===== src/rtl/core/region_overshoot_statistics_assert.svh =====
// ---------------------------------------------------------------------------
// Assertion macros for the region overshoot statistics block
// Shared concurrent assertion forms, clocked on clk and disabled in reset.
// ---------------------------------------------------------------------------
`ifndef REGION_OVERSHOOT_STATISTICS_ASSERT_SVH
`define REGION_OVERSHOOT_STATISTICS_ASSERT_SVH

// The condition holds at every clock edge out of reset.
`define ROS_ASSERT_ALWAYS(lbl, cond, msg) \
  lbl: assert property (@(posedge clk) disable iff (!rst_n) (cond)) else $error(msg);

// The consequent holds in the same cycle as the antecedent.
`define ROS_ASSERT_IMPL(lbl, ante, cons, msg) \
  lbl: assert property (@(posedge clk) disable iff (!rst_n) (ante) |-> (cons)) else $error(msg);

// The consequent holds in the cycle after the antecedent.
`define ROS_ASSERT_NEXT(lbl, ante, cons, msg) \
  lbl: assert property (@(posedge clk) disable iff (!rst_n) (ante) |=> (cons)) else $error(msg);

`endif


===== src/rtl/core/ros_pkg.sv =====
// ---------------------------------------------------------------------------
// ros_pkg
// Types, widths and register codes shared by the overshoot statistics block.
// ---------------------------------------------------------------------------
package ros_pkg;

  localparam int unsigned COORD_W    = 24;
  localparam int unsigned DIFF_W     = 25;
  localparam int unsigned DIST_W     = 25;
  localparam int unsigned RAD_W      = 23;
  localparam int unsigned SQ_W       = 50;
  localparam int unsigned REM_W      = DIST_W + 2;
  localparam int unsigned CNT_W      = 11;
  localparam int unsigned SUM_W      = 35;
  localparam int unsigned SUMSQ_W    = 60;
  localparam int unsigned MAX_AGENTS = 1024;

  localparam int unsigned ISQ_STEPS  = SQ_W / 2;
  localparam int unsigned ISQ_CW     = 5;
  localparam int unsigned DIV_STEPS  = SUMSQ_W;
  localparam int unsigned DIV_CW     = 6;

  localparam int unsigned FIFO_DEPTH = 4;
  localparam int unsigned FIFO_AW    = 2;

  localparam int unsigned APB_AW     = 4;
  localparam int unsigned APB_DW     = 32;

  localparam logic SHAPE_SPHERE = 1'b0;
  localparam logic SHAPE_CUBE   = 1'b1;

  typedef enum logic [1:0] {
    REG_CENTER_X = 2'd0,
    REG_CENTER_Y = 2'd1,
    REG_RADIUS   = 2'd2,
    REG_SHAPE    = 2'd3
  } ros_reg_t;

  typedef struct packed {
    logic signed [COORD_W-1:0] pos_x;
    logic signed [COORD_W-1:0] pos_y;
    logic signed [COORD_W-1:0] pos_z;
    logic                      final_agent;
  } ros_in_t;

  typedef struct packed {
    logic [DIST_W-1:0] mean_dist;
    logic [DIST_W-1:0] stdev_dist;
    logic [DIST_W-1:0] min_dist;
    logic [DIST_W-1:0] max_dist;
    logic [CNT_W-1:0]  outside_count;
  } ros_out_t;

  typedef struct packed {
    logic signed [COORD_W-1:0] center_x;
    logic signed [COORD_W-1:0] center_y;
    logic [RAD_W-1:0]          radius;
    logic                      region_shape;
  } ros_cfg_t;

  typedef struct packed {
    logic [DIST_W-1:0] excess;
    logic              last;
  } ros_q_t;

endpackage


===== src/rtl/core/ros_fifo.sv =====
// ---------------------------------------------------------------------------
// ros_fifo
// Short queue of outside distances between the front and the back.
// ---------------------------------------------------------------------------
`include "region_overshoot_statistics_assert.svh"

module ros_fifo (
  input  logic            clk,
  input  logic            rst_n,
  input  logic            push,
  input  ros_pkg::ros_q_t push_data,
  output logic            full,
  input  logic            pop,
  output logic            not_empty,
  output ros_pkg::ros_q_t head
);

  ros_pkg::ros_q_t            mem_r [ros_pkg::FIFO_DEPTH];
  logic [ros_pkg::FIFO_AW-1:0] wr_ptr_r;
  logic [ros_pkg::FIFO_AW-1:0] rd_ptr_r;
  logic [ros_pkg::FIFO_AW:0]   cnt_r;

  always_ff @(posedge clk) begin
    if (!rst_n) begin
      wr_ptr_r <= '0;
      rd_ptr_r <= '0;
      cnt_r    <= '0;
    end else begin
      if (push) begin
        wr_ptr_r <= wr_ptr_r + 1'b1;
      end
      if (pop) begin
        rd_ptr_r <= rd_ptr_r + 1'b1;
      end
      if (push && !pop) begin
        cnt_r <= cnt_r + 1'b1;
      end else if (pop && !push) begin
        cnt_r <= cnt_r - 1'b1;
      end
    end
  end

  always_ff @(posedge clk) begin
    if (push) begin
      mem_r[wr_ptr_r] <= push_data;
    end
  end

  assign full      = (cnt_r == (ros_pkg::FIFO_AW+1)'(ros_pkg::FIFO_DEPTH));
  assign not_empty = (cnt_r != '0);
  assign head      = mem_r[rd_ptr_r];

  `ROS_ASSERT_IMPL(a_no_overflow, push && !pop, !full, "queue written while full")
  `ROS_ASSERT_IMPL(a_no_underflow, pop, not_empty, "queue read while empty")

endmodule


===== config.mk =====
export PLATFORM = sky130hd
export DESIGN_NAME = ros_fifo
export DESIGN_NICKNAME = d
export VERILOG_FILES = /design/src/rtl/core/ros_pkg.sv /design/src/rtl/core/ros_fifo.sv
export VERILOG_INCLUDE_DIRS = /design/src /design/src/rtl/core
export SDC_FILE = /design/constraint.sdc
export NUM_CORES = 1
export LEC_CHECK = 0
export ABC_AREA = 1
export BUFFER_PORTS_ARGS = -buffer_cell sky130_fd_sc_hd__buf_2
export CAP_MARGIN = 25
export CORE_ASPECT_RATIO = 1.1
export CORE_MARGIN = 5
export CORE_UTILIZATION = 45
export DETAILED_ROUTE_END_ITERATION = 10
export PLACE_DENSITY = 0.77
export SLEW_MARGIN = 20
export SYNTH_ARGS = -nofsm -noshare
export SYNTH_HDL_FRONTEND = slang
export SYNTH_SLANG_ARGS = --single-unit

===== constraint.sdc =====
create_clock -name clk -period 1.69 [get_ports clk]
set_input_delay 0.169 -clock clk [delete_from_list [all_inputs] [get_ports clk]]
set_output_delay 0.169 -clock clk [all_outputs]
set_load 0.005 [all_outputs]

==> Yosys cells after proc, flatten, opt, wreduce, memory -nomap -nowiden <==
Memory sizes are Yosys's and may differ from the RTL's. A register that Yosys moved wholly into a read port is not among the register bits.
Index checks and enable logic that the tools add are counted.
{ "op_classes": {"n_reduce_logical": 6, "mul": 0, "shift": 0, "n_eq_ne": 1, "div": 0, "n_lt_le_gt_ge": 0, "addsub": 4, "n_mux": 6, "bitwise": 0} }
{ "op_table": {"columns": ["op", "n"], "rows": [
  ["3-bit two-way mux", 2],
  ["2-bit by 1-bit adder with 2-bit output (second input constant)", 2],
  ["2-bit two-way mux", 2],
  ["3-bit by 1-bit adder with 3-bit output (second input constant)", 1],
  ["3-bit equality test (second input constant)", 1],
  ["3-bit nonzero test", 1],
  ["3-bit by 1-bit subtractor with 3-bit output (second input constant)", 1],
  ["1-bit logical AND", 2],
  ["1-bit zero test", 2],
  ["1-bit two-way mux", 2],
  ["2-bit nonzero test", 1]
]} }
{ "word_totals": {"reg_bits": 7, "mem_count": 1, "latchBits": 0, "in_bits": 30, "word_cells": 21, "ramBits": 104, "rom_bits": 0} }
{ "mem_list": {"columns": ["name", "words", "word_bits", "read_ports", "rd_clocked_by_memory_dff", "wr", "line", "source"], "rows": [
  ["mem_r", 4, 26, 1, 1, 1, "ros_fifo.sv:18", "ros_pkg::ros_q_t mem_r [ros_pkg::FIFO_DEPTH];"]
]} }

==> Longest topological paths before layout <==
Gate-level depths: netlist of run 1.
{ "logic_depth": {"ltp_word": 4, "mapped_depth": 10, "mapped_depth_nobuf": 10} }

==> Worst setup path after synthesis of run 1 <==
No wires, ideal clock.
{ "synth_path": {"path_type": "register to register", "startpoint": "register wr_ptr_r[0] in the netlist's numbering", "endpoint": "memory mem_r[2][0] in the netlist's numbering, enable pin", "slack_ps": 202, "n_path_buf": 0, "required_ps": 1309, "synth_period_minus_slack_ps": 1488, "path_stages_with_launch": 5, "t_arrival_ps": 1108, "cell_sequence": "dfxtp_1 -> inv_1 -> ha_1 -> nand2_1 -> inv_1"} }
{ "synth_rtl": {"columns": ["item", "line", "source"], "rows": [
  ["start: declaration", "ros_fifo.sv:19", "logic [ros_pkg::FIFO_AW-1:0] wr_ptr_r;"],
  ["start signal: assignment", "ros_fifo.sv:30", "wr_ptr_r <= wr_ptr_r + 1'b1;"],
  ["end: declaration", "ros_fifo.sv:18", null]
]} }
Straight into the memory's write port.

==> results of run 1 <==
## area by class of cell
cell class              instances  share of cell area
inverters                      17              0.0126
flip-flops and latches        113               0.584
well taps                     117              0.0258
clock buffers                  26              0.0861
repair buffers                101               0.133
multi-input cells             165               0.148
clock inverters                 6              0.0102
## through the flow
step	instance area, µm²	instances	power (W)	worst slack (ns)
after global placement	4760	483	0.00383	0.341
after detailed placement	4760	483	0.00386	0.303
after CTS	5650	545	0.00714	-0.0656
after global routing	5670	545	0.00737	-0.116
after floorplan	4290	310	0.00358	0.202
final	5670	545	0.00707	-0.0394
## synthesized netlist by cell type, drive strengths merged, types with 4 or more instances
library cell  number
a21oi              4
buf               15
dfxtp              9
edfxtp           104
ha                 5
inv               17
nand2             10
nor2              58
o21ai             58
o22ai             26
## cell families after synthesis
family / Yosys count / share of synthesized area
AOI/OAI and AO/OA: 88 / 0.110
DFF: 113 / 0.769
adders and majority gates: 6 / 0.0192
and+or+nand+nor: 71 / 0.0632
buffers and inverters: 32 / 0.0379
## repair_timing
action                                  in CTS  in global routing
gates cloned                                 1                  0
hold buffers                                29                  0
hold endpoints to repair                   113                  0
pin swaps                                    2                  0
gates resized for setup                     24                  4
endpoints found under the setup margin      26                 26
## registers in the layout, indices dropped and copies added, names as in the netlist, named ones only
signal	count
wr_ptr_r	2
mem_r	104
rd_ptr_r	2
cnt_r	3
## metal layers
metal  up-vias  track usage
li1       1351            -
met1      1376        0.212
met3        12       0.0733
met2        91        0.260
met4         0       0.0596
met5         -            0
## path summary, 6_finish.rpt
kind / to / from / depth (start not counted)
max: head[13] / flip-flop / 5
max reg2reg: mem_r[2][21] / wr_ptr_r[0] / 5
min reg2reg: flip-flop / rd_ptr_r[1] / 1
min: mem_r[3][5] / push_data[5] / 2
## power by group through the flow
stage	sequential (W)	combinational, W	clock (W)
after floorplan	0.00328	0.000304	0
after global placement	0.00328	0.000550	0
after detailed placement	0.00328	0.000571	0
after CTS	0.00323	0.000647	0.00326
after global routing	0.00324	0.000720	0.00341
final	0.00323	0.000649	0.00319
==> results.yml, run 1 <==
final_layout:
  layout_commonest_cell: "edfxtp_1"
  nets: 451
  layout_common_cells: "edfxtp_1 (104), nor2_1 (58), buf_2 (57)"
  seq_area_um2: 3310
  antenna_cells: 0
  fillCellCount: 690
  post-route-util: 0.606
  multiInputGateArea_um2: 840
  drive_gt1_frac: 0.245
  area_delta_synth_final_pct: 32.0
floorplan:
  die_y_um: 112
  fp.coreArea_um2: 9350
  die-width_um: 103
  rows: 37
  ios: 58
  die_area_um2: 11600
  start_util: 0.459
synth:
  ys_seq_elements: 113
  async_flop_share: 0
  yosysTopAreaCellShare: 0.727
  synth_area_leader_cell: "edfxtp_1"
  avgSynthCellArea_um2: 13.8
  synthTopCellsByArea: "edfxtp_1 (73%), nor2_1 (5.1%), o21ai_0 (4.8%)"
  ys_types: 19
  synth-main-ff-cell: "edfxtp_1"
  syn-instance-count: 310
  syn_nets: 346
  syn_area_um2: 4290
  synth_enable_flop_cells: 104
  yosys_warnings: 0
  ys_seq_area_frac: 0.769
clocking:
  clockRootBuffer: "clkbuf_8"
  clockBufferDepth: 2
  cts_setup_buffers: 0
  cts_max_level: 4
  cts_buffers: 17
  clock-sinks: 113
  clk_pin_slew_ns: 0.05
  cts_tree: "yes"
  clk_latency_ns: 0.50
grt:
  grt_max_degree: 31
  grtUsageTotal: 0.169
  grt_pass1_vias: 2863
  grt-ovfl-total: 0
  antenna_found_initial: 0
  grt_pass1_wl_mm: 14.5
drt:
  routed-via-count: 2830
  drc: 0
  wirelength_met1_mm: 3.89
  dr.first_iter.drc_count: 159
  wl_per_cell_um: 16.5
  routed_wirelength_mm: 8.97
  met2_length_mm: 4.43
  routed-wl-met3_um: 549
  dr.pass1.iters: 4
  route.top_layer_used: "met4"
  antenna_left: 0
  viasPerCell: 5.19
placement:
  gp_congestion: 0.723
  dpl.hpwl_mm: 5.42
  portBuffers: 57
flow_run:
  maxCapViolations: 0
power:
  switching_share: 0.214
  p_int_w: 0.00556
  power_frac_comb: 0.092
  power_density_nw_per_um2: 1250
  seqPwrFrac: 0.457
  p_leak_nw: 2.14
  p_clk_frac: 0.451
  power_switching_w: 0.00151
  peakVddDrop_v: 0.000718
critical_path:
  cpLargestDelayFamily: "buffers and inverters"
  cp_data_required_time_ns: 1.52
  critPathSlowestCell: "dfxtp_4"
  end_kind: "primary output"
  cp_cell_sequence: "inv_4, buf_8, nor2_1, o22ai_1, buf_2"
  cp.arrival_ns: 1.56
  start_kind: "flip-flop"
  path_class: "reg2out"
  path_max_fanout: 23
  critPathMaxStageDelay_ns: 0.37
  reg2reg_setup_slack_ns: 0.36
  cp_num_buf_inv: 3
timing:
  finalHoldViolations: 0
  fin_crit_ns: 1.73
  postLayoutSetupSlackWorst_ns: -0.0394
  setup_viol: 8
  rsz0062_at_grt: "yes"
  max_slew_margin: 0.805
  finalCritPeriodShare: 1.02
  finalSetupTns_ns: -0.174
  tightest_slew_ns: 0.293
  maxSlewViolCount: 0
  fmax_mhz: 578
  fin_skew_ns: 0.00855
  fin_hold_ws_ns: 0.409
outcome:
  violations: "setup timing"
  status: "complete, but fails checks"
worst_hold_path:
  hp-class: "in2reg"
Note: power is estimated with default switching activity, not from simulation.
==> run 2, diff against run 1 <==
Settings changed: CORE_MARGIN 5 to default.
==> results.yml, run 2 (same netlist as run 1, synthesis figures left out) <==
floorplan:
  ios: 58
  die_area_um2: 9930
  die_y_um: 104
  start_util: 0.461
  die-width_um: 95.1
  fp.coreArea_um2: 9310
  rows: 37
critical_path:
  r2r_cells: 5
  path_max_fanout: 26
  cpLargestDelayFamily: "flip-flops"
  cp_data_required_time_ns: 1.52
  cp_num_buf_inv: 3
  worstReg2RegEnd: "mem_r[2][4]"
  path_class: "reg2out"
  cp_cell_sequence: "buf_12, inv_16, o21ai_1, o22ai_2, buf_2"
  critPathSlowestCell: "dfxtp_4"
  critPathMaxStageDelay_ns: 0.42
  path_depth: 5
  reg2reg_setup_slack_ns: 0.42
  start_kind: "flip-flop"
  regToRegStartpoint: "wr_ptr_r[0]"
  end_kind: "primary output"
  cp.arrival_ns: 1.60
clocking:
  clockBufferDepth: 2
  clockRootBuffer: "clkbuf_8"
  clk_pin_slew_ns: 0.06
  clk_latency_ns: 0.50
  clock-sinks: 113
  cts_buffers: 17
  cts_tree: "yes"
  cts_max_level: 4
timing:
  tightest_slew_ns: 0.280
  finalSetupTns_ns: -0.532
  fin_crit_ns: 1.77
  max_slew_margin: 0.813
  maxSlewViolCount: 0
  postLayoutSetupSlackWorst_ns: -0.0819
  fmax_mhz: 564
  setup_viol: 19
  finalHoldViolations: 0
  finalCritPeriodShare: 1.05
  fin_skew_ns: 0.00908
  rsz0062_at_grt: "yes"
grt:
  grt-ovfl-total: 0
  grt_pass1_wl_mm: 14.7
  grt_pass1_vias: 2937
  antenna_found_initial: 0
  grtUsageTotal: 0.205
  grt_max_degree: 27
power:
  p_leak_nw: 2.17
  peakVddDrop_v: 0.000778
  power_density_nw_per_um2: 1220
placement:
  dp.cells: 477
  portBuffers: 57
  place_area_um2: 4740
  preCtsSetupSlack_ns: 0.201
  dpl.hpwl_mm: 4.85
  gp_congestion: 0.795
final_layout:
  top_register: "mem_r"
  fin_cells: 544
  antenna_cells: 0
  largest_register_ffs: 104
  layout_commonest_cell: "edfxtp_1"
  nets: 450
  area_delta_synth_final_pct: 35.8
  largestRegisters: "mem_r (104), cnt_r (3)"
  fillCellCount: 681
  drive_gt1_frac: 0.297
  finalInstanceArea_um2: 5830
  layout_common_cells: "edfxtp_1 (104), buf_2 (57), nor2_1 (46)"
drt:
  drc: 0
  routed-via-count: 2813
  routed_wirelength_mm: 9.18
  wl_per_cell_um: 16.9
  viasPerCell: 5.17
  dr.pass1.iters: 4
  dr.first_iter.drc_count: 177
  antenna_left: 0
worst_hold_path:
  hold_depth: 3
  whs_endpoint: "wr_ptr_r[0]"
  hp-start: "push"
  hp-class: "in2reg"
outcome:
  violations: "setup timing"
  status: "complete, but fails checks"
flow_run:
  maxCapViolations: 0
[run 2: area by class of cell]
class | count | area [µm²] | area share
inverters | 17 | 85.1 | 0.0146
flip-flops and latches | 113 | 3310 | 0.568
clock buffers | 17 | 414 | 0.0710
repair buffers | 99 | 801 | 0.137
multi-input cells | 165 | 917 | 0.157
clock inverters | 15 | 138 | 0.0236
repair inverters | 1 | 20.0 | 0.00343
well taps | 117 | 146 | 0.0251
[run 2: power breakdown]
group	total (W)	internal (W)	leakage (nW)	switching [W]
logic	0.000709	0.000317	0.876	0.000392
clock network	0.00319	0.00196	0.265	0.00123
registers	0.00324	0.00319	1.03	0.0000556
[run 2: repair_timing]
action / CTS / global route
hold endpoints to repair: 112 / 0
pin swaps: 11 / 9
gates resized for setup: 52 / 21
setup buffers: 7 / 0
cloned: 4 / 0
endpoints found under the setup margin: 26 / 26
hold buffers: 27 / 0
[run 2: metal layers]
layer	global-route usage	routed length (µm)	vias to the layer above
met5	0	0	-
met4	0.0812	73	0
met3	0.0775	573	4
met2	0.335	4950	89
met1	0.241	3580	1358
li1	-	-	1362
[run 2: worst max path at each step]
stage	from	slack, ns	endpoint
CTS	flip-flop	-0.09	head[9]
finish	flip-flop	-0.08	head[15]
global placement	flip-flop	0.23	head[4]
global route	flip-flop	-0.14	head[15]
floorplan	wr_ptr_r[0]	0.20	mem_r[2][0]
detailed placement	flip-flop	0.20	head[4]
[run 2: worst register-to-register path: stages, from the launching register on]
cell     delay, ns
dfxtp_1       0.32
inv_1         0.11
ha_1          0.15
nand2_1       0.05
inv_1         0.11
buf_12        0.21
[run 2: per-stage QoR]
step	utilization	hold WS (ns)	total power (W)
2_1_floorplan	-	0.268	0.00358
3_3_place_gp	0.509	0.379	0.00381
3_5_place_dp	0.509	0.389	0.00384
4_1_cts	0.630	0.00352	0.00720
5_1_grt	0.627	0.0125	0.00739
6_report	0.627	0.0205	0.00714
