$ cat src/rtl/core/region_overshoot_statistics_assert.svh
// ---------------------------------------------------------------------------
// Assertion macros for the region overshoot statistics block
// Shared concurrent assertion forms, clocked on clk and disabled in reset.
// ---------------------------------------------------------------------------
`ifndef REGION_OVERSHOOT_STATISTICS_ASSERT_SVH
`define REGION_OVERSHOOT_STATISTICS_ASSERT_SVH

// The condition holds at every clock edge out of reset.
`define ROS_ASSERT_ALWAYS(lbl, cond, msg) \
  lbl: assert property (@(posedge clk) disable iff (!rst_n) (cond)) else $error(msg);

// The consequent holds in the same cycle as the antecedent.
`define ROS_ASSERT_IMPL(lbl, ante, cons, msg) \
  lbl: assert property (@(posedge clk) disable iff (!rst_n) (ante) |-> (cons)) else $error(msg);

// The consequent holds in the cycle after the antecedent.
`define ROS_ASSERT_NEXT(lbl, ante, cons, msg) \
  lbl: assert property (@(posedge clk) disable iff (!rst_n) (ante) |=> (cons)) else $error(msg);

`endif

$ cat src/rtl/core/ros_pkg.sv
// ---------------------------------------------------------------------------
// ros_pkg
// Types, widths and register codes shared by the overshoot statistics block.
// ---------------------------------------------------------------------------
package ros_pkg;

  localparam int unsigned COORD_W    = 24;
  localparam int unsigned DIFF_W     = 25;
  localparam int unsigned DIST_W     = 25;
  localparam int unsigned RAD_W      = 23;
  localparam int unsigned SQ_W       = 50;
  localparam int unsigned REM_W      = DIST_W + 2;
  localparam int unsigned CNT_W      = 11;
  localparam int unsigned SUM_W      = 35;
  localparam int unsigned SUMSQ_W    = 60;
  localparam int unsigned MAX_AGENTS = 1024;

  localparam int unsigned ISQ_STEPS  = SQ_W / 2;
  localparam int unsigned ISQ_CW     = 5;
  localparam int unsigned DIV_STEPS  = SUMSQ_W;
  localparam int unsigned DIV_CW     = 6;

  localparam int unsigned FIFO_DEPTH = 4;
  localparam int unsigned FIFO_AW    = 2;

  localparam int unsigned APB_AW     = 4;
  localparam int unsigned APB_DW     = 32;

  localparam logic SHAPE_SPHERE = 1'b0;
  localparam logic SHAPE_CUBE   = 1'b1;

  typedef enum logic [1:0] {
    REG_CENTER_X = 2'd0,
    REG_CENTER_Y = 2'd1,
    REG_RADIUS   = 2'd2,
    REG_SHAPE    = 2'd3
  } ros_reg_t;

  typedef struct packed {
    logic signed [COORD_W-1:0] pos_x;
    logic signed [COORD_W-1:0] pos_y;
    logic signed [COORD_W-1:0] pos_z;
    logic                      final_agent;
  } ros_in_t;

  typedef struct packed {
    logic [DIST_W-1:0] mean_dist;
    logic [DIST_W-1:0] stdev_dist;
    logic [DIST_W-1:0] min_dist;
    logic [DIST_W-1:0] max_dist;
    logic [CNT_W-1:0]  outside_count;
  } ros_out_t;

  typedef struct packed {
    logic signed [COORD_W-1:0] center_x;
    logic signed [COORD_W-1:0] center_y;
    logic [RAD_W-1:0]          radius;
    logic                      region_shape;
  } ros_cfg_t;

  typedef struct packed {
    logic [DIST_W-1:0] excess;
    logic              last;
  } ros_q_t;

endpackage

$ cat src/rtl/core/ros_isqrt.sv
// ---------------------------------------------------------------------------
// ros_isqrt
// Iterative floor square root, one result bit per cycle.
// ---------------------------------------------------------------------------
module ros_isqrt (
  input  logic                        clk,
  input  logic                        rst_n,
  input  logic                        start,
  input  logic [ros_pkg::SQ_W-1:0]    x,
  output logic                        done,
  output logic [ros_pkg::DIST_W-1:0]  root
);

  logic [ros_pkg::SQ_W-1:0]   x_r;
  logic [ros_pkg::REM_W-1:0]  rem_r;
  logic [ros_pkg::DIST_W-1:0] root_r;
  logic [ros_pkg::ISQ_CW-1:0] cnt_r;
  logic                       busy_r;
  logic                       done_r;

  logic [ros_pkg::REM_W+1:0]  rem_sh;
  logic [ros_pkg::REM_W+1:0]  trial;
  logic                       ge;
  logic [ros_pkg::REM_W+1:0]  rem_nxt;

  always_comb begin
    rem_sh  = {rem_r, x_r[ros_pkg::SQ_W-1 -: 2]};
    trial   = {2'b00, root_r, 2'b01};
    ge      = (rem_sh >= trial);
    rem_nxt = ge ? (rem_sh - trial) : rem_sh;
  end

  always_ff @(posedge clk) begin
    if (!rst_n) begin
      busy_r <= 1'b0;
      done_r <= 1'b0;
    end else if (start) begin
      busy_r <= 1'b1;
      done_r <= 1'b0;
    end else if (busy_r) begin
      if (cnt_r == ros_pkg::ISQ_CW'(ros_pkg::ISQ_STEPS - 1)) begin
        busy_r <= 1'b0;
        done_r <= 1'b1;
      end
    end else begin
      done_r <= 1'b0;
    end
  end

  always_ff @(posedge clk) begin
    if (start) begin
      x_r    <= x;
      rem_r  <= '0;
      root_r <= '0;
      cnt_r  <= '0;
    end else if (busy_r) begin
      x_r    <= {x_r[ros_pkg::SQ_W-3:0], 2'b00};
      rem_r  <= rem_nxt[ros_pkg::REM_W-1:0];
      root_r <= {root_r[ros_pkg::DIST_W-2:0], ge};
      cnt_r  <= cnt_r + 1'b1;
    end
  end

  assign done = done_r;
  assign root = root_r;

endmodule

$ cat src/rtl/core/ros_front.sv
// ---------------------------------------------------------------------------
// ros_front
// Takes positions and works out each agent's distance outside the region.
// ---------------------------------------------------------------------------
module ros_front (
  input  logic              clk,
  input  logic              rst_n,
  input  ros_pkg::ros_cfg_t cfg,
  input  logic              in_valid,
  output logic              in_ready,
  input  ros_pkg::ros_in_t  in_data,
  output logic              q_push,
  output ros_pkg::ros_q_t   q_data,
  input  logic              q_full
);

  typedef enum logic [4:0] {
    F_IDLE = 5'b00001,
    F_SQ   = 5'b00010,
    F_ROOT = 5'b00100,
    F_WAIT = 5'b01000,
    F_PUSH = 5'b10000
  } front_state_t;

  front_state_t state_r;
  front_state_t state_nxt;

  logic signed [ros_pkg::DIFF_W-1:0] d [3];
  logic [ros_pkg::DIST_W-1:0]        m [3];
  logic [ros_pkg::DIST_W-1:0]        a_nxt [3];
  logic [ros_pkg::DIST_W-1:0]        a_r [3];
  logic [ros_pkg::SQ_W-1:0]          sq_r [3];
  logic [ros_pkg::DIST_W-1:0]        rad_ext;
  logic [ros_pkg::SQ_W-1:0]          sum_sq;
  logic                              last_r;
  logic [ros_pkg::DIST_W-1:0]        dist_r;
  logic                              isq_start;
  logic                              isq_done;
  logic [ros_pkg::DIST_W-1:0]        isq_root;

  // Axis offsets from the centre; the centre lies at z equal to zero.
  always_comb begin
    rad_ext = {{(ros_pkg::DIST_W-ros_pkg::RAD_W){1'b0}}, cfg.radius};
    d[0] = {cfg.center_x[ros_pkg::COORD_W-1], cfg.center_x}
         - {in_data.pos_x[ros_pkg::COORD_W-1], in_data.pos_x};
    d[1] = {cfg.center_y[ros_pkg::COORD_W-1], cfg.center_y}
         - {in_data.pos_y[ros_pkg::COORD_W-1], in_data.pos_y};
    d[2] = '0 - {in_data.pos_z[ros_pkg::COORD_W-1], in_data.pos_z};
    for (int i = 0; i < 3; i++) begin
      m[i] = d[i][ros_pkg::DIFF_W-1] ? ros_pkg::DIST_W'(-d[i]) : ros_pkg::DIST_W'(d[i]);
      if (cfg.region_shape == ros_pkg::SHAPE_CUBE) begin
        a_nxt[i] = (m[i] >= rad_ext) ? (m[i] - rad_ext) : '0;
      end else begin
        a_nxt[i] = m[i];
      end
    end
    sum_sq = sq_r[0] + sq_r[1] + sq_r[2];
  end

  always_comb begin
    state_nxt = state_r;
    unique case (state_r)
      F_IDLE: begin
        if (in_valid) begin
          state_nxt = F_SQ;
        end
      end
      F_SQ:   state_nxt = F_ROOT;
      F_ROOT: state_nxt = F_WAIT;
      F_WAIT: begin
        if (isq_done) begin
          state_nxt = F_PUSH;
        end
      end
      F_PUSH: begin
        if (!q_full) begin
          state_nxt = F_IDLE;
        end
      end
      default: state_nxt = F_IDLE;
    endcase
  end

  always_ff @(posedge clk) begin
    if (!rst_n) begin
      state_r <= F_IDLE;
    end else begin
      state_r <= state_nxt;
    end
  end

  always_ff @(posedge clk) begin
    if (state_r == F_IDLE && in_valid) begin
      a_r    <= a_nxt;
      last_r <= in_data.final_agent;
    end
    if (state_r == F_SQ) begin
      for (int i = 0; i < 3; i++) begin
        sq_r[i] <= a_r[i] * a_r[i];
      end
    end
    if (state_r == F_WAIT && isq_done) begin
      if (cfg.region_shape == ros_pkg::SHAPE_CUBE) begin
        dist_r <= isq_root;
      end else begin
        dist_r <= (isq_root > rad_ext) ? (isq_root - rad_ext) : '0;
      end
    end
  end

  assign isq_start = (state_r == F_ROOT);

  ros_isqrt u_isqrt (
    .clk   (clk),
    .rst_n (rst_n),
    .start (isq_start),
    .x     (sum_sq),
    .done  (isq_done),
    .root  (isq_root)
  );

  assign in_ready      = (state_r == F_IDLE);
  assign q_push        = (state_r == F_PUSH) && !q_full;
  assign q_data.excess = dist_r;
  assign q_data.last   = last_r;

endmodule

$ cat config.mk
export PLATFORM = sky130hd
export DESIGN_NAME = ros_front
export DESIGN_NICKNAME = d
export VERILOG_FILES = /design/src/rtl/core/region_overshoot_statistics_assert.svh /design/src/rtl/core/ros_pkg.sv /design/src/rtl/core/ros_isqrt.sv /design/src/rtl/core/ros_front.sv
export SDC_FILE = /design/constraint.sdc
export NUM_CORES = 2
export LEC_CHECK = 0
export ABC_AREA = 1
export BUFFER_PORTS_ARGS = -buffer_cell sky130_fd_sc_hd__clkbuf_2
export CAP_MARGIN = 10
export CELL_PAD_IN_SITES_DETAIL_PLACEMENT = 1
export CELL_PAD_IN_SITES_GLOBAL_PLACEMENT = 1
export CORE_MARGIN = 2
export CORE_UTILIZATION = 35
export DETAILED_ROUTE_END_ITERATION = 16
export HOLD_SLACK_MARGIN = 0.03
export MAX_ROUTING_LAYER = met4
export PLACE_DENSITY_LB_ADDON = 0.2
export SLEW_MARGIN = 30
export SYNTH_ARGS = -nofsm -noshare
export SYNTH_HDL_FRONTEND = slang
export SYNTH_SLANG_ARGS = --single-unit
$ cat constraint.sdc
create_clock -name clk -period 23.7 [get_ports clk]
set_input_delay 1.185 -clock clk [delete_from_list [all_inputs] [get_ports clk]]
set_output_delay 1.185 -clock clk [all_outputs]
set_load 0.1 [all_outputs]
[Yosys cells after proc, flatten, opt, wreduce, memory -nomap -nowiden]
Memory sizes are Yosys's and may differ from the RTL's.
Index checks and enable logic that the tools add are counted.
Storage, ports and cells
  bits in registers: 215
  latch bits: 0
  RAM bits: 150
  bits in read-only memories: 0
  input bits: 149
  output and inout port bits: 28
  logic and storage cells: 76
  memories: 1
Operators by class
  add/subtract/negate cells: 14
  multiply operators: 3
  divide/modulo/power cells: 0
  order comparisons: 5
  eq/ne operators: 9
  shift operators: 0
  muxes and demuxes: 23
  bitwise operators: 2
  reduce and logical (&&, ||, !) cells: 7
Memories
  sq_r: depth 3, width 50, rd ports 3, clocked after memory_dff 0, wr ports 3, line ros_front.sv:32  | logic [ros_pkg::SQ_W-1:0] sq_r [3];
Operators by type and width (number)
  two-way mux 25 bit: 11
  multiplier 25 x 25 -> 50 bit: 3
  adder 50 bit: 2
  two-way mux 50 bit: 2
  subtractor 25 x 23 -> 25 bit: 4
  >= comparator 25 x 23 -> 1 bit: 3
  negator 25 bit: 3
  subtractor 24 x 24 -> 25 bit: 2
  >= comparator 29 x 27 -> 1 bit: 1
  two-way mux 27 bit: 1
  subtractor 27 bit: 1
  greater-than comparator 25 x 23 -> 1 bit: 1
  one-hot mux 5 bit (5 select lines): 1
  subtractor 1 x 24 -> 25 bit (first input constant): 1
  two-way mux 5 bit: 3
  equality test 5 bit (second input constant): 2
  adder 5 x 1 -> 5 bit (second input constant): 1
  equality test 5 x 1 -> 1 bit (second input constant): 1
  equality test 5 x 2 -> 1 bit (second input constant): 1
  equality test 5 x 3 -> 1 bit (second input constant): 1
  equality test 5 x 4 -> 1 bit (second input constant): 1
  two-way mux 1 bit: 5
  != test 2 bit (second input constant): 2
  logical AND 1 bit: 3
  other kinds (6): 7

[Depth between registers and ports, before layout]
  depth in word-level cells: 6
  gate-level depth with buffers: 36
  depth with buffers taken out: 35

[Modules after synthesis]
Synthesis repeated with hierarchy kept, for this count alone.
Unflattened totals
  cells, all modules: 10555
  area total of the unflattened synthesis: 83890.5 sq um
By module, submodules not included
  ros_front: times used 1, cells an instance 9619, area an instance 77425.5 sq um
  ros_isqrt: times used 1, cells an instance 936, area an instance 6465.0 sq um

[Worst setup path after synthesis]
No wires, ideal clock.
  path kind: reg2reg
  from: reg state_r[4]
  to: reg state_r[0]
  library setup time: 139 ps
  arrival: 15703 ps
  required time: 23561 ps
  slack: 7858 ps
  stages on the path, launching flop included: 5
  period minus slack after synthesis: 15842 ps
  path through: dfxtp_1 nor4_1 inv_1 nand4_1 o221ai_1
On the way
  word-level cells in the longest chain between the ends: 3
  elaborated cells between the ends (all ways): 10
  classes of those cells: eq/ne: 8; mux: 1; reduce/logical: 1
RTL lines
  start: declaration: line ros_front.sv:25  | front_state_t state_r;
  start signal: assignment: line ros_front.sv:88  | state_r <= state_nxt;
  equality test 5 x 4 -> 1 bit, or another cell as far along: line ros_front.sv:62  | unique case (state_r)
  != test 2 x 1 -> 1 bit (no line) or != test 2 bit (tied branches)
  AND reduction 3 bit (no line)
Several ways; a longest one is shown, not always the timed one.
A chain may end at the register's enable or synchronous reset.

==> impl_metrics.ini <==
[finish]
area_growth_pct = 7.33
drive_above_1_share_pct = 4.30
layout_common_cells = 2991 x inv_1, 2045 x nand2_1, 1453 x fa_1
nets = 12700
stdcell_area_um2 = 89000
mostFrequentLayoutCell = inv_1

[sta]
fin_crit_sh_pct = 32.6
hold_viol_final = 0
setup-violations-final = 0
rsz0062_at_grt = no
relSlewSlack_pct = 38.0
max_freq_mhz = 129
setup_slack_ns = 15.97
worst_pin_slew_ns = 0.930
period_needed_ns = 7.73
setup_tns_ns = 0
finClkSkew_ns = 0.0382
slew_violations = 0

[placement]
post-place-ws_ns = 16.00
globalplace.congestion = 0.882
hpwl_um = 218000
placed_cell_area_um2 = 87400
numPortBuffers = 176

[critical_path]
crit_path_end_kind = flop
critPathArrivalTime_ns = 8.11
crit_top_cell = inv_1
critPathKind = reg2reg
cp-start-kind = flop
max_stage_delay_ns = 0.71
regToRegStartpoint = a_r[27]
r2r_cells = 29
cpMaxStageDelayCell = edfxtp_1
required_ns = 24.08
r2r_end = sq_r[0][94]
cp_num_buf_inv = 10
crit_start = a_r[27]
rrSetupSlack_ns = 15.97
crit_family = adder cells
crit_fanout = 17

[floorplan]
core_um2 = 235000
dieArea_um2 = 241000
fp-row-count = 178
die_h_um = 491
io_pins = 177
dieWidth_um = 491
start_util_pct = 35.2

[drt]
drc = 0
drtIter0Drc = 2778
viasPerCell = 4.83
postRouteAntennaNets = 0
wirelength_um = 258000
wl_per_cell_um = 19.1
vias = 65300
dr.pass1.iters = 5

[clock_network]
post_cts_buffers = 0
clock_path_buffers = 3
clockRootBuffer = clkbuf_16
cts_hold_buf = 0
htreeDepth = 2
clock-sinks = 362
ctsResizeCount = 0
clk_latency_ns = 0.65
cts_tree = yes
cts_buffers = 47
clkTransAtPathRegs_ns = 0.07

[flow_run]
maxCapViolCount = 0

[hold_path]
hold_depth = 2
hp-class = reg2reg
min_from = u_isqrt.rem_r[26]
worstHoldEndpoint = u_isqrt.rem_r[26]

[logic_synthesis]
ys_warn_count = 0
syn_area_um2 = 83000
synth_seq_cells = 362
synth_area_per_cell_um2 = 8.07
async_flop_share_pct = 0
synth_cell_types = 64
synth_edf_count = 298
synth_ff_type = edfxtp_1
syn_inst = 10300
yosysSeqAreaShare_pct = 12.3

[global_routing]
grt_pass1_vias = 74500
grt_overflow = 0
grt_max_degree = 149
antenna_found_initial = 4
grt_pass1_wl_um = 416000
grt.total_usage_pct = 22.4

[run_status]
status = finished, final reports clean
logic make-up after synthesis:
kind of cell	synth area share [%]
buf+inv	14.9
flops	12.3
simple gates	14.9
other cells	0.00452
compound gates	7.08
xor+xnor	3.93
fa+ha+maj	46.9
synthesized netlist by cell type, drive strengths merged, types with 8 or more instances:
| library cell | count | share of area (%) |
|---|---|---|
| o22ai | 45 | 0.34 |
| o21a | 28 | 0.25 |
| xor2 | 210 | 2.2 |
| o31ai | 9 | 0.081 |
| inv | 2999 | 14 |
| nand4 | 74 | 0.57 |
| nor2 | 468 | 2.2 |
| o221ai | 14 | 0.15 |
| xnor2 | 160 | 1.7 |
| nand3b | 24 | 0.22 |
| buf | 18 | 0.16 |
| a31oi | 85 | 0.64 |
| dfxtp | 64 | 1.5 |
| a211oi | 16 | 0.14 |
| nor4 | 33 | 0.25 |
| a21boi | 8 | 0.072 |
| nor3 | 49 | 0.32 |
| o21ai | 259 | 1.6 |
| fa | 1453 | 35 |
| clkbuf | 249 | 1.1 |
| o21bai | 24 | 0.22 |
| nand2 | 2064 | 9.4 |
| ha | 782 | 12 |
| or2 | 29 | 0.22 |
| a21o | 23 | 0.21 |
| nand3 | 259 | 1.7 |
| a21oi | 478 | 2.9 |
| o211ai | 33 | 0.30 |
| edfxtp | 298 | 11 |
final cells by class:
class / count / area (um2)
clock buffer: 58 / 1280
clock inverter: 28 / 325
multi-input combinational: 6656 / 60400
timing repair buffer: 265 / 1570
antenna: 3 / 7.51
tap: 3150 / 3940
inverter: 3001 / 11300
sequential: 362 / 10200
fill: 28500 / 146000
stage by stage:
stage	util (%)	hold slack (ns)	instances
2_1_floorplan	-	0.423	10300
5_1_grt	37.8	0.517	13500
4_1_cts	37.8	0.477	13500
3_5_place_dp	37.1	0.467	13400
6_report	37.8	0.474	13500
3_3_place_gp	37.1	0.451	13400
flip-flops by register name (all words and copies together), names as in the netlist:
signal and count:
a_r 75, dist_r 25, last_r 1, sq_r 147, state_r 5, u_isqrt.busy_r 1
u_isqrt.cnt_r 5, u_isqrt.done 1, u_isqrt.rem_r 27, u_isqrt.root 25, u_isqrt.x_r 50
routing by layer:
metal  GRT usage, %  up-vias  routed length (um)
li1               -    30800                   -
met1           28.8    33300              117000
met2           38.7      963              128000
met3           1.27      249                6570
met4           5.34        0                6810
met5              -        -                   0
tightest hold or removal path, stage by stage (launching register included):
cell     delay [ns]
dfxtp_1        0.32
nand2_1        0.06
nand2_1        0.05
worst max path at each step:
stage                        endpoint  slack (ns)  depth (start not counted)
after floorplan            state_r[0]        7.86                          4
after global placement    sq_r[0][94]       15.80                         28
after detailed placement  sq_r[0][94]       16.00                         29
after CTS                 sq_r[0][94]       15.94                         29
after global routing      sq_r[0][94]       15.53                         29
final                     sq_r[0][94]       15.97                         29
Power is left out: the tool's default activity adds up to more than one toggle a clock period on the data nets, which glitch-free logic cannot reach.
