--- config.mk ---
export PLATFORM = sky130hd
export DESIGN_NAME = ros_back
export DESIGN_NICKNAME = d
export VERILOG_FILES = /design/src/rtl/core/ros_pkg.sv /design/src/rtl/core/ros_isqrt.sv /design/src/rtl/core/ros_div.sv /design/src/rtl/core/ros_back.sv
export VERILOG_INCLUDE_DIRS = /design/src /design/src/rtl/core
export SDC_FILE = /design/constraint.sdc
export NUM_CORES = 2
export LEC_CHECK = 0
export BUFFER_PORTS_ARGS = -buffer_cell sky130_fd_sc_hd__buf_2
export CORE_ASPECT_RATIO = 0.5
export CORE_UTILIZATION = 45
export DETAILED_ROUTE_END_ITERATION = 8
export HOLD_SLACK_MARGIN = 0.12
export REMOVE_ABC_BUFFERS = 1
export SYNTH_ARGS = -nofsm -noshare
export SYNTH_HDL_FRONTEND = slang
export SYNTH_SLANG_ARGS = --single-unit
--- constraint.sdc ---
create_clock -name clk -period 35 [get_ports clk]
set_input_delay 0 -clock clk [delete_from_list [all_inputs] [get_ports clk]]
set_output_delay 0 -clock clk [all_outputs]
set_load 0.1 [all_outputs]
--- src/rtl/core/region_overshoot_statistics_assert.svh ---
// ---------------------------------------------------------------------------
// Assertion macros for the region overshoot statistics block
// Shared concurrent assertion forms, clocked on clk and disabled in reset.
// ---------------------------------------------------------------------------
`ifndef REGION_OVERSHOOT_STATISTICS_ASSERT_SVH
`define REGION_OVERSHOOT_STATISTICS_ASSERT_SVH

// The condition holds at every clock edge out of reset.
`define ROS_ASSERT_ALWAYS(lbl, cond, msg) \
  lbl: assert property (@(posedge clk) disable iff (!rst_n) (cond)) else $error(msg);

// The consequent holds in the same cycle as the antecedent.
`define ROS_ASSERT_IMPL(lbl, ante, cons, msg) \
  lbl: assert property (@(posedge clk) disable iff (!rst_n) (ante) |-> (cons)) else $error(msg);

// The consequent holds in the cycle after the antecedent.
`define ROS_ASSERT_NEXT(lbl, ante, cons, msg) \
  lbl: assert property (@(posedge clk) disable iff (!rst_n) (ante) |=> (cons)) else $error(msg);

`endif

--- src/rtl/core/ros_pkg.sv ---
// ---------------------------------------------------------------------------
// ros_pkg
// Types, widths and register codes shared by the overshoot statistics block.
// ---------------------------------------------------------------------------
package ros_pkg;

  localparam int unsigned COORD_W    = 24;
  localparam int unsigned DIFF_W     = 25;
  localparam int unsigned DIST_W     = 25;
  localparam int unsigned RAD_W      = 23;
  localparam int unsigned SQ_W       = 50;
  localparam int unsigned REM_W      = DIST_W + 2;
  localparam int unsigned CNT_W      = 11;
  localparam int unsigned SUM_W      = 35;
  localparam int unsigned SUMSQ_W    = 60;
  localparam int unsigned MAX_AGENTS = 1024;

  localparam int unsigned ISQ_STEPS  = SQ_W / 2;
  localparam int unsigned ISQ_CW     = 5;
  localparam int unsigned DIV_STEPS  = SUMSQ_W;
  localparam int unsigned DIV_CW     = 6;

  localparam int unsigned FIFO_DEPTH = 4;
  localparam int unsigned FIFO_AW    = 2;

  localparam int unsigned APB_AW     = 4;
  localparam int unsigned APB_DW     = 32;

  localparam logic SHAPE_SPHERE = 1'b0;
  localparam logic SHAPE_CUBE   = 1'b1;

  typedef enum logic [1:0] {
    REG_CENTER_X = 2'd0,
    REG_CENTER_Y = 2'd1,
    REG_RADIUS   = 2'd2,
    REG_SHAPE    = 2'd3
  } ros_reg_t;

  typedef struct packed {
    logic signed [COORD_W-1:0] pos_x;
    logic signed [COORD_W-1:0] pos_y;
    logic signed [COORD_W-1:0] pos_z;
    logic                      final_agent;
  } ros_in_t;

  typedef struct packed {
    logic [DIST_W-1:0] mean_dist;
    logic [DIST_W-1:0] stdev_dist;
    logic [DIST_W-1:0] min_dist;
    logic [DIST_W-1:0] max_dist;
    logic [CNT_W-1:0]  outside_count;
  } ros_out_t;

  typedef struct packed {
    logic signed [COORD_W-1:0] center_x;
    logic signed [COORD_W-1:0] center_y;
    logic [RAD_W-1:0]          radius;
    logic                      region_shape;
  } ros_cfg_t;

  typedef struct packed {
    logic [DIST_W-1:0] excess;
    logic              last;
  } ros_q_t;

endpackage

--- src/rtl/core/ros_isqrt.sv ---
// ---------------------------------------------------------------------------
// ros_isqrt
// Iterative floor square root, one result bit per cycle.
// ---------------------------------------------------------------------------
module ros_isqrt (
  input  logic                        clk,
  input  logic                        rst_n,
  input  logic                        start,
  input  logic [ros_pkg::SQ_W-1:0]    x,
  output logic                        done,
  output logic [ros_pkg::DIST_W-1:0]  root
);

  logic [ros_pkg::SQ_W-1:0]   x_r;
  logic [ros_pkg::REM_W-1:0]  rem_r;
  logic [ros_pkg::DIST_W-1:0] root_r;
  logic [ros_pkg::ISQ_CW-1:0] cnt_r;
  logic                       busy_r;
  logic                       done_r;

  logic [ros_pkg::REM_W+1:0]  rem_sh;
  logic [ros_pkg::REM_W+1:0]  trial;
  logic                       ge;
  logic [ros_pkg::REM_W+1:0]  rem_nxt;

  always_comb begin
    rem_sh  = {rem_r, x_r[ros_pkg::SQ_W-1 -: 2]};
    trial   = {2'b00, root_r, 2'b01};
    ge      = (rem_sh >= trial);
    rem_nxt = ge ? (rem_sh - trial) : rem_sh;
  end

  always_ff @(posedge clk) begin
    if (!rst_n) begin
      busy_r <= 1'b0;
      done_r <= 1'b0;
    end else if (start) begin
      busy_r <= 1'b1;
      done_r <= 1'b0;
    end else if (busy_r) begin
      if (cnt_r == ros_pkg::ISQ_CW'(ros_pkg::ISQ_STEPS - 1)) begin
        busy_r <= 1'b0;
        done_r <= 1'b1;
      end
    end else begin
      done_r <= 1'b0;
    end
  end

  always_ff @(posedge clk) begin
    if (start) begin
      x_r    <= x;
      rem_r  <= '0;
      root_r <= '0;
      cnt_r  <= '0;
    end else if (busy_r) begin
      x_r    <= {x_r[ros_pkg::SQ_W-3:0], 2'b00};
      rem_r  <= rem_nxt[ros_pkg::REM_W-1:0];
      root_r <= {root_r[ros_pkg::DIST_W-2:0], ge};
      cnt_r  <= cnt_r + 1'b1;
    end
  end

  assign done = done_r;
  assign root = root_r;

endmodule

--- src/rtl/core/ros_div.sv ---
// ---------------------------------------------------------------------------
// ros_div
// Iterative restoring divider by an agent count, one quotient bit per cycle.
// ---------------------------------------------------------------------------
module ros_div (
  input  logic                         clk,
  input  logic                         rst_n,
  input  logic                         start,
  input  logic [ros_pkg::SUMSQ_W-1:0]  dividend,
  input  logic [ros_pkg::CNT_W-1:0]    divisor,
  output logic                         done,
  output logic [ros_pkg::SUMSQ_W-1:0]  quotient
);

  logic [ros_pkg::SUMSQ_W-1:0] q_r;
  logic [ros_pkg::CNT_W-1:0]   rem_r;
  logic [ros_pkg::CNT_W-1:0]   div_r;
  logic [ros_pkg::DIV_CW-1:0]  cnt_r;
  logic                        busy_r;
  logic                        done_r;

  logic [ros_pkg::CNT_W:0]     rem_sh;
  logic                        ge;
  logic [ros_pkg::CNT_W:0]     rem_nxt;

  always_comb begin
    rem_sh  = {rem_r, q_r[ros_pkg::SUMSQ_W-1]};
    ge      = (rem_sh >= {1'b0, div_r});
    rem_nxt = ge ? (rem_sh - {1'b0, div_r}) : rem_sh;
  end

  always_ff @(posedge clk) begin
    if (!rst_n) begin
      busy_r <= 1'b0;
      done_r <= 1'b0;
    end else if (start) begin
      busy_r <= 1'b1;
      done_r <= 1'b0;
    end else if (busy_r) begin
      if (cnt_r == ros_pkg::DIV_CW'(ros_pkg::DIV_STEPS - 1)) begin
        busy_r <= 1'b0;
        done_r <= 1'b1;
      end
    end else begin
      done_r <= 1'b0;
    end
  end

  always_ff @(posedge clk) begin
    if (start) begin
      q_r   <= dividend;
      rem_r <= '0;
      div_r <= divisor;
      cnt_r <= '0;
    end else if (busy_r) begin
      q_r   <= {q_r[ros_pkg::SUMSQ_W-2:0], ge};
      rem_r <= rem_nxt[ros_pkg::CNT_W-1:0];
      cnt_r <= cnt_r + 1'b1;
    end
  end

  assign done     = done_r;
  assign quotient = q_r;

endmodule

--- src/rtl/core/ros_back.sv ---
// ---------------------------------------------------------------------------
// ros_back
// Accumulates outside distances and finishes the statistics of each frame.
// ---------------------------------------------------------------------------
`include "region_overshoot_statistics_assert.svh"

module ros_back (
  input  logic              clk,
  input  logic              rst_n,
  input  logic              q_valid,
  input  ros_pkg::ros_q_t   q_head,
  output logic              q_pop,
  output logic              out_valid,
  input  logic              out_ready,
  output ros_pkg::ros_out_t out_data
);

  typedef enum logic [5:0] {
    B_ACC   = 6'b000001,
    B_START = 6'b000010,
    B_DIV   = 6'b000100,
    B_SQM   = 6'b001000,
    B_ROOT  = 6'b010000,
    B_WAIT  = 6'b100000
  } back_state_t;

  back_state_t state_r;
  back_state_t state_nxt;

  logic [ros_pkg::CNT_W-1:0]   count_r;
  logic [ros_pkg::SUM_W-1:0]   sum_r;
  logic [ros_pkg::SUMSQ_W-1:0] sumsq_r;
  logic [ros_pkg::DIST_W-1:0]  min_r;
  logic [ros_pkg::DIST_W-1:0]  max_r;

  logic [ros_pkg::CNT_W-1:0]   count_nxt;
  logic [ros_pkg::SUM_W-1:0]   sum_nxt;
  logic [ros_pkg::SUMSQ_W-1:0] sumsq_nxt;
  logic [ros_pkg::DIST_W-1:0]  min_nxt;
  logic [ros_pkg::DIST_W-1:0]  max_nxt;

  logic [ros_pkg::CNT_W-1:0]   snap_cnt_r;
  logic [ros_pkg::SUM_W-1:0]   snap_sum_r;
  logic [ros_pkg::SUMSQ_W-1:0] snap_sumsq_r;
  logic [ros_pkg::DIST_W-1:0]  snap_min_r;
  logic [ros_pkg::DIST_W-1:0]  snap_max_r;

  logic [ros_pkg::DIST_W-1:0]  mean_r;
  logic [ros_pkg::SQ_W-1:0]    msq_r;
  logic [ros_pkg::SQ_W-1:0]    m2_r;
  logic [ros_pkg::SQ_W-1:0]    var_sq;
  logic [ros_pkg::SQ_W-1:0]    dd;
  logic                        hit;

  logic                        out_valid_r;
  ros_pkg::ros_out_t           out_data_r;

  logic                        div_start;
  logic                        div_done;
  logic                        div_done_sq;
  logic [ros_pkg::SUMSQ_W-1:0] q_mean;
  logic [ros_pkg::SUMSQ_W-1:0] q_msq;
  logic                        isq_start;
  logic                        isq_done;
  logic [ros_pkg::DIST_W-1:0]  isq_root;

  assign q_pop = (state_r == B_ACC) && q_valid && (!q_head.last || !out_valid_r);

  // Running update; counting stops once the frame holds the agent limit.
  always_comb begin
    hit = (q_head.excess != '0) && (count_r < ros_pkg::CNT_W'(ros_pkg::MAX_AGENTS));
    dd  = q_head.excess * q_head.excess;
    count_nxt = count_r;
    sum_nxt   = sum_r;
    sumsq_nxt = sumsq_r;
    min_nxt   = min_r;
    max_nxt   = max_r;
    if (hit) begin
      count_nxt = count_r + 1'b1;
      sum_nxt   = sum_r + ros_pkg::SUM_W'(q_head.excess);
      sumsq_nxt = sumsq_r + ros_pkg::SUMSQ_W'(dd);
      min_nxt   = (q_head.excess < min_r) ? q_head.excess : min_r;
      max_nxt   = (q_head.excess > max_r) ? q_head.excess : max_r;
    end
    var_sq = (msq_r > m2_r) ? (msq_r - m2_r) : '0;
  end

  always_comb begin
    state_nxt = state_r;
    unique case (state_r)
      B_ACC: begin
        if (q_pop && q_head.last && count_nxt != '0) begin
          state_nxt = B_START;
        end
      end
      B_START: state_nxt = B_DIV;
      B_DIV: begin
        if (div_done) begin
          state_nxt = B_SQM;
        end
      end
      B_SQM:  state_nxt = B_ROOT;
      B_ROOT: state_nxt = B_WAIT;
      B_WAIT: begin
        if (isq_done) begin
          state_nxt = B_ACC;
        end
      end
      default: state_nxt = B_ACC;
    endcase
  end

  always_ff @(posedge clk) begin
    if (!rst_n) begin
      state_r     <= B_ACC;
      count_r     <= '0;
      sum_r       <= '0;
      sumsq_r     <= '0;
      min_r       <= '1;
      max_r       <= '0;
      out_valid_r <= 1'b0;
    end else begin
      state_r <= state_nxt;
      if (out_valid_r && out_ready) begin
        out_valid_r <= 1'b0;
      end
      if (q_pop) begin
        if (q_head.last) begin
          count_r <= '0;
          sum_r   <= '0;
          sumsq_r <= '0;
          min_r   <= '1;
          max_r   <= '0;
          if (count_nxt == '0) begin
            out_valid_r <= 1'b1;
          end
        end else begin
          count_r <= count_nxt;
          sum_r   <= sum_nxt;
          sumsq_r <= sumsq_nxt;
          min_r   <= min_nxt;
          max_r   <= max_nxt;
        end
      end
      if (state_r == B_WAIT && isq_done) begin
        out_valid_r <= 1'b1;
      end
    end
  end

  always_ff @(posedge clk) begin
    if (q_pop && q_head.last) begin
      snap_cnt_r   <= count_nxt;
      snap_sum_r   <= sum_nxt;
      snap_sumsq_r <= sumsq_nxt;
      snap_min_r   <= min_nxt;
      snap_max_r   <= max_nxt;
      if (count_nxt == '0) begin
        out_data_r <= '0;
      end
    end
    if (state_r == B_DIV && div_done) begin
      mean_r <= q_mean[ros_pkg::DIST_W-1:0];
      msq_r  <= q_msq[ros_pkg::SQ_W-1:0];
    end
    if (state_r == B_SQM) begin
      m2_r <= mean_r * mean_r;
    end
    if (state_r == B_WAIT && isq_done) begin
      out_data_r.mean_dist     <= mean_r;
      out_data_r.stdev_dist    <= isq_root;
      out_data_r.min_dist      <= snap_min_r;
      out_data_r.max_dist      <= snap_max_r;
      out_data_r.outside_count <= snap_cnt_r;
    end
  end

  assign div_start = (state_r == B_START);
  assign isq_start = (state_r == B_ROOT);

  ros_div u_div_mean (
    .clk      (clk),
    .rst_n    (rst_n),
    .start    (div_start),
    .dividend (ros_pkg::SUMSQ_W'(snap_sum_r)),
    .divisor  (snap_cnt_r),
    .done     (div_done),
    .quotient (q_mean)
  );

  ros_div u_div_msq (
    .clk      (clk),
    .rst_n    (rst_n),
    .start    (div_start),
    .dividend (snap_sumsq_r),
    .divisor  (snap_cnt_r),
    .done     (div_done_sq),
    .quotient (q_msq)
  );

  ros_isqrt u_isqrt (
    .clk   (clk),
    .rst_n (rst_n),
    .start (isq_start),
    .x     (var_sq),
    .done  (isq_done),
    .root  (isq_root)
  );

  assign out_valid = out_valid_r;
  assign out_data  = out_data_r;

  `ROS_ASSERT_ALWAYS(a_count_limit, count_r <= ros_pkg::CNT_W'(ros_pkg::MAX_AGENTS), "count above limit")
  `ROS_ASSERT_IMPL(a_out_empty_busy, state_r != B_ACC, !out_valid_r, "result held during frame close")
  `ROS_ASSERT_IMPL(a_div_lockstep, div_done, div_done_sq, "dividers out of step")
  `ROS_ASSERT_NEXT(a_result_loaded, state_r == B_WAIT && isq_done, out_valid_r, "result not loaded")

endmodule

After elaboration in Yosys (flattened, before gate mapping) --
Cells that the tools add are included.
Word-level totals: flip-flop bits (word level) 832, input port bits 30, output and inout port bits 113, word-level logic and storage cells 137
Cells by class: $add $sub $neg 10, multiply operators 2, $lt $le $gt $ge 7, eq/ne operators 12, multiplexer cells 43, bitwise operators 3, reduce and logical (&&, ||, !) cells 23
Operators by type and width (number):
- $mux 111 | 3
- $mux 60 | 4
- $mux 25 | 6
- $mux 50 | 3
- $mux 35 | 4
- $mul 25x25->50 | 2
- $add 60x50->60 | 1
- $gt 50x50->1 | 1
- $sub 50x50->50 | 1
- $mux 11 | 4
- $pmux 6 s6 | 1
- $add 35x25->35 | 1
- $ge 29x27->1 | 1
- $mux 27 | 1
- $sub 27x27->27 | 1
- $gt 25x25->1 | 1
- $lt 25x25->1 | 1
- $reduce_bool 25->1 | 1
- $ge 12x11->1 | 2
- $sub 11x11->11 | 2
- $eq 6x6->1 const B | 3
- $mux 6 | 3
- $mux 1 | 14
- $add 6x1->6 const B | 2
- other kinds (20) | 37

Longest topological paths before layout --
depth after elaboration 8, mapped depth 30, depth with buffers taken out 26

By module --
A second synthesis with hierarchy kept.
Second synthesis, totals: cells, all modules 7720, area, all modules 77723.3 sq um
Modules (own cells, without submodules):
- ros_back | instances 1, cells each 6498, area an instance 63101.8 sq um, sequential area each 15004.4 sq um
- ros_div | instances 2, cells each 326, area an instance 4354.2 sq um, sequential area each 2512.4 sq um
- ros_isqrt | instances 1, cells each 570, area an instance 5913.2 sq um, sequential area each 2682.6 sq um

Worst setup path before layout --
No wires, ideal clock.
kind reg2reg, start point reg state_r[1], end point reg out_data_r, in the netlist out_data[0] (enable), setup time 0.469 ns, arrival 14.840 ns, required time 34.531 ns, slack 19.690 ns, cell stages (with the launch flop) 6, path buffers 0, period minus slack after synthesis 15.310 ns, cell sequence dfxtp_1 > nor2_1 > and4b_1 > nand2_1 > nor3b_1 > a21o_1
On the way: cells in the longest elaborated chain, start to end 6, elaborated cells on any way between the ends 9, those cells by class 2 x eq/ne; 7 x reduce/logical
RTL lines:
- start, declared | RTL line ros_back.sv:27 | back_state_t state_r;
- start signal, assigned | RTL line ros_back.sv:123 | state_r <= state_nxt;
- $eq 6x1->1 | RTL line ros_back.sv:67 | assign q_pop = (state_r == B_ACC) && q_valid && (!q_head.last || !out_valid_r);
- $logic_and 1x1->1 (2 in a row) | RTL line ros_back.sv:67
- $logic_and 1x1->1 | RTL line ros_back.sv:152 | if (q_pop && q_head.last) begin
- $reduce_bool 2->1 (no line)
- $reduce_and 2->1 (no line) (*)
- end, declared | RTL line ros_back.sv:56 | ros_pkg::ros_out_t out_data_r;
Every way passes the cells marked *; elsewhere a longest branch is shown, timed or not. A chain may end at the register's enable or synchronous reset.

Final worst setup path --
start point in q_head[4] (netlist bit), end point reg snap_sumsq_r[51] (netlist bit) (data pin)
On the way: cells in the longest elaborated chain, start to end 3, elaborated cells on any way between the ends 5, those cells by class 1 x add/sub; 1 x mul; 1 x mux; 2 x reduce/logical
RTL lines:
- start, declared | RTL line ros_back.sv:11 | input ros_pkg::ros_q_t q_head,
- $mul 25x25->50 or $reduce_bool 25->1 (tied branches) | RTL line ros_back.sv:72, ros_back.sv:71
- $add 60x50->60 or $logic_and 1x1->1 (tied branches) | RTL line ros_back.sv:81, ros_back.sv:71
- $mux 60 (*) | RTL line ros_back.sv:78 | if (hit) begin
- named net sumsq_nxt (one bit) | RTL line ros_back.sv:38 | logic [ros_pkg::SUMSQ_W-1:0] sumsq_nxt;
- end signal, assigned | RTL line ros_back.sv:155 | snap_sumsq_r <= sumsq_nxt;
- end, declared | RTL line ros_back.sv:44 | logic [ros_pkg::SUMSQ_W-1:0] snap_sumsq_r;
Mark *: on every way through the listed nets, which the timed path passes. The rest lies on a longest branch.

==> results <==
- The portion of synthesized cell area occupied by the leading cell type is 0.259.
- The most common flop cell mapped by yosys is edfxtp_1.
- The number of setup buffers added after CTS is 0.
- The clock insertion delay at the later pin of the skew report is 740 ps.
- The worst path meets setup with 26,620 ps of slack.
- The clock sink count is 831.
- The kind of end point of the critical path is a flip-flop.
- The number of setup violations in the final report is 0.
- The global route total overflow is 0.
- The path class of the tightest hold or removal check is flip-flop to flip-flop.
- Leaving out fill and tap cells, the most frequent cell in the layout is inv_1.
- The first detailed-routing pass took 5 iterations.
- Along the worst hold path, the cell count comes to 0.
- The first global-routing pass estimated 310 mm of wire.
- In the final routed layout, each cell accounts on average for 19.1 um.
- Compared with the post-synthesis result, the final layout area differs by 8.30%.
- The number of antenna violations at the first check in global routing is 8.
- The synthesized area per cell is 9.73 um2.
- After clock tree synthesis, the flow added hold-fix buffers numbering 32.
- Across the run, the number of max-cap violations was 0.
- The critical path crosses 27 cells after its start point.
- STA classifies the critical path startpoint as an input pin.
- Of all nets on the critical path, the largest fanout is 27.
- The overall fraction of global-route tracks in use is 0.233.
- The cell type with the highest occurrence count on the critical path is fa_1.
- The actual slew at the worst max-slew pin is 1150 ps.
- By area the synthesized netlist is led by fa_1 (26%), edfxtp_1 (22%), ha_1 (9.2%).
- The sum of routed wire length over all layers is 194 mm.
- Buffers inserted during clock tree synthesis total 84.
- For this configuration, the core starts out at a cell density of 0.454.
- The total core area is 168,000 um2.
- The maximum number of pins on one net before global-route repair is 129.
- In this run the deepest clock path goes through 3 buffers.
- Registers take 22,100 um2.
- The finished layout cell area is 82,500 um2.
- During synthesis, Yosys emitted a total of 0 warnings.
- The number of storage elements in the synthesis netlist is 831.
- The count of filler cells inserted in the layout is 15,700.
- The proportion of layout cells with a drive suffix above 1 is 0.0592.
- The post-route clock period utilization is 0.239.
- The routability congestion estimate is 0.904.
- The initial detailed-routing violation count is 3,793.
- Counting flops with an async set or reset pin after synthesis yields a share of 0.
- The width of the chip is 584 um.
- The die extent in y is 293 um.
- The slowest cell on the critical path is a2111oi_0.
- The total buffers and inverters traversed by the critical path is 8.
- Counting flops with a built-in enable in the synthesized netlist gives 547.
- The number of pins exceeding their max-slew limit in the final report came to 0.
- Pin placement for this block handled 143 I/O pins.
- The CTS clock-pin slew for the worst setup and hold paths is 70 ps.
- The final number of hold-violating endpoints is 0.
- The clock arrives with 48.0 ps of skew.
- The number of port buffers is 142.
- Using the TritonRoute via totals, the vias-per-cell ratio works out to 5.17.
- The part of the Yosys area used for sequential elements is 0.290.
- The clock root buffer is clkbuf_16.
- The number of gates resized after CTS was 0.
- The flow ran to the end, and the final reports show no timing, DRC or antenna violations.
- The post-detailed-placement half-perimeter wirelength is 142 mm.
- The data arrival at the endpoint of the critical path is 8810 ps.
- After layout, the minimum clock period comes to 8380 ps.
- In this run the tightest slew margin relative to its limit is 0.233.
- Based on the critical path, the design can be clocked at up to 119 MHz.
- Setup repair after global routing left no endpoint under its margin.
- The routed layout has 52,700 vias.
- The synthesized instance count is 7,828.
- After detailed routing, the number of remaining DRC violations is 0.
- The count of different cell masters after synthesis is 102.
- In the final design database the tool counted 9,417 nets.
- In the layout the commonest cells are inv_1 (1,555), nand2_1 (1,001), fa_1 (985).
- In this run the remaining antenna-violating nets after routing total 0.
- TritonCTS built the clock tree.
- Measured in cells, the most critical reg-to-reg path has a length of 24.
- The area of the multi-input gates is 47,000 um2.
- The count of standard-cell rows is 106.
- The floorplan step defined a die boundary enclosing 171,000 um2.
- The largest total area in the synthesized netlist belongs to fa_1.
- The dominant delay contributor by cell family on the critical path is adder cells.
- In this run the cell area of the synthesized design comes to 76,200 um2.
- For the final routed database, the setup TNS stands at 0 ps.
- In this run the cell area measured after placement is 79,200 um2.
- The via count of the first global-routing pass came to 53,900.
- For the worst setup path, the data required time is 35,430 ps.
- On the worst path, the slowest cell contributes a delay of 950 ps.
- By startpoint and endpoint, the worst setup path is classified as input pin to flip-flop.
- In this run the number of H-tree levels came out at 3.
- The post-placement worst setup slack is 26,590 ps.
==> kinds of logic after synthesis <==
family,Yosys count,share of synthesized area
xor gates and xnor gates,249,0.0286
and+or+nand+nor,2030,0.122
adders and majority gates,1547,0.351
DFF,831,0.290
buffers and inverters,1902,0.0943
muxes,101,0.0136
AOI/OAI and AO/OA,1168,0.0996
==> area by class of cell <==
class | count | share of cell area
antenna | 2 | 0.0000607
inverter | 1567 | 0.0713
sequential | 831 | 0.268
clock buffer | 111 | 0.0285
multi-input combinational | 5095 | 0.569
timing repair buffer | 261 | 0.0206
clock inverter | 47 | 0.00763
tap | 2268 | 0.0344
==> synthesized netlist by cell type, types with 57 or more instances <==
library cell and number:
clkbuf_1 296, nand4_1 57, inv_1 1559, edfxtp_1 547, xnor2_1 151, fa_1 985, nor2_1 332, nand2_1 1002
a22o_1 72, xor2_1 98, o21ai_0 310, nand3_1 58, a21o_1 140, a21oi_1 276, ha_1 562, nor3_1 88
and2_1 297, dfxtp_1 284, mux2i_1 83
==> final timing paths <==
| kind | startpoint | to | slack [ps] |
|---|---|---|---|
| max | q_head[4] | snap_sumsq_r[51] | 26620 |
| min | snap_cnt_r[1] | u_div_msq.div_r[1] | 430 |
| max reg2reg | mean_r[13] | m2_r[48] | 26880 |
| min reg2reg | snap_cnt_r[1] | u_div_msq.div_r[1] | 430 |
==> registers in the layout, indices dropped and copies added, names as in the netlist, 27 cells and up <==
| register | count |
|---|---|
| u_div_mean.quotient | 60 |
| u_div_msq.quotient | 60 |
| msq_r | 50 |
| u_isqrt.x_r | 50 |
| snap_sum_r | 35 |
| out_data | 111 |
| snap_sumsq_r | 60 |
| m2_r | 49 |
| sumsq_r | 60 |
| u_isqrt.rem_r | 27 |
| sum_r | 35 |
==> stage by stage <==
| stage | util | hold slack [ps] | cells |
|---|---|---|---|
| 2_1_floorplan | - | 55.7 | 7493 |
| 3_3_place_gp | 0.472 | 301 | 9990 |
| 3_5_place_dp | 0.472 | 310 | 9990 |
| 4_1_cts | 0.492 | 386 | 10200 |
| 5_1_grt | 0.492 | 423 | 10200 |
| 6_report | 0.492 | 426 | 10200 |
==> per-layer routing <==
layer  up-vias  wire length, um  GRT usage
met3       256            11000     0.0335
li1      25200                -          -
met4         0             4610     0.0565
met1     26100            93800      0.346
met5         -                0          0
met2      1197            84800      0.358
Power is left out: the tool's default activity adds up to more than one toggle a clock period on the data nets, which glitch-free logic cannot reach.
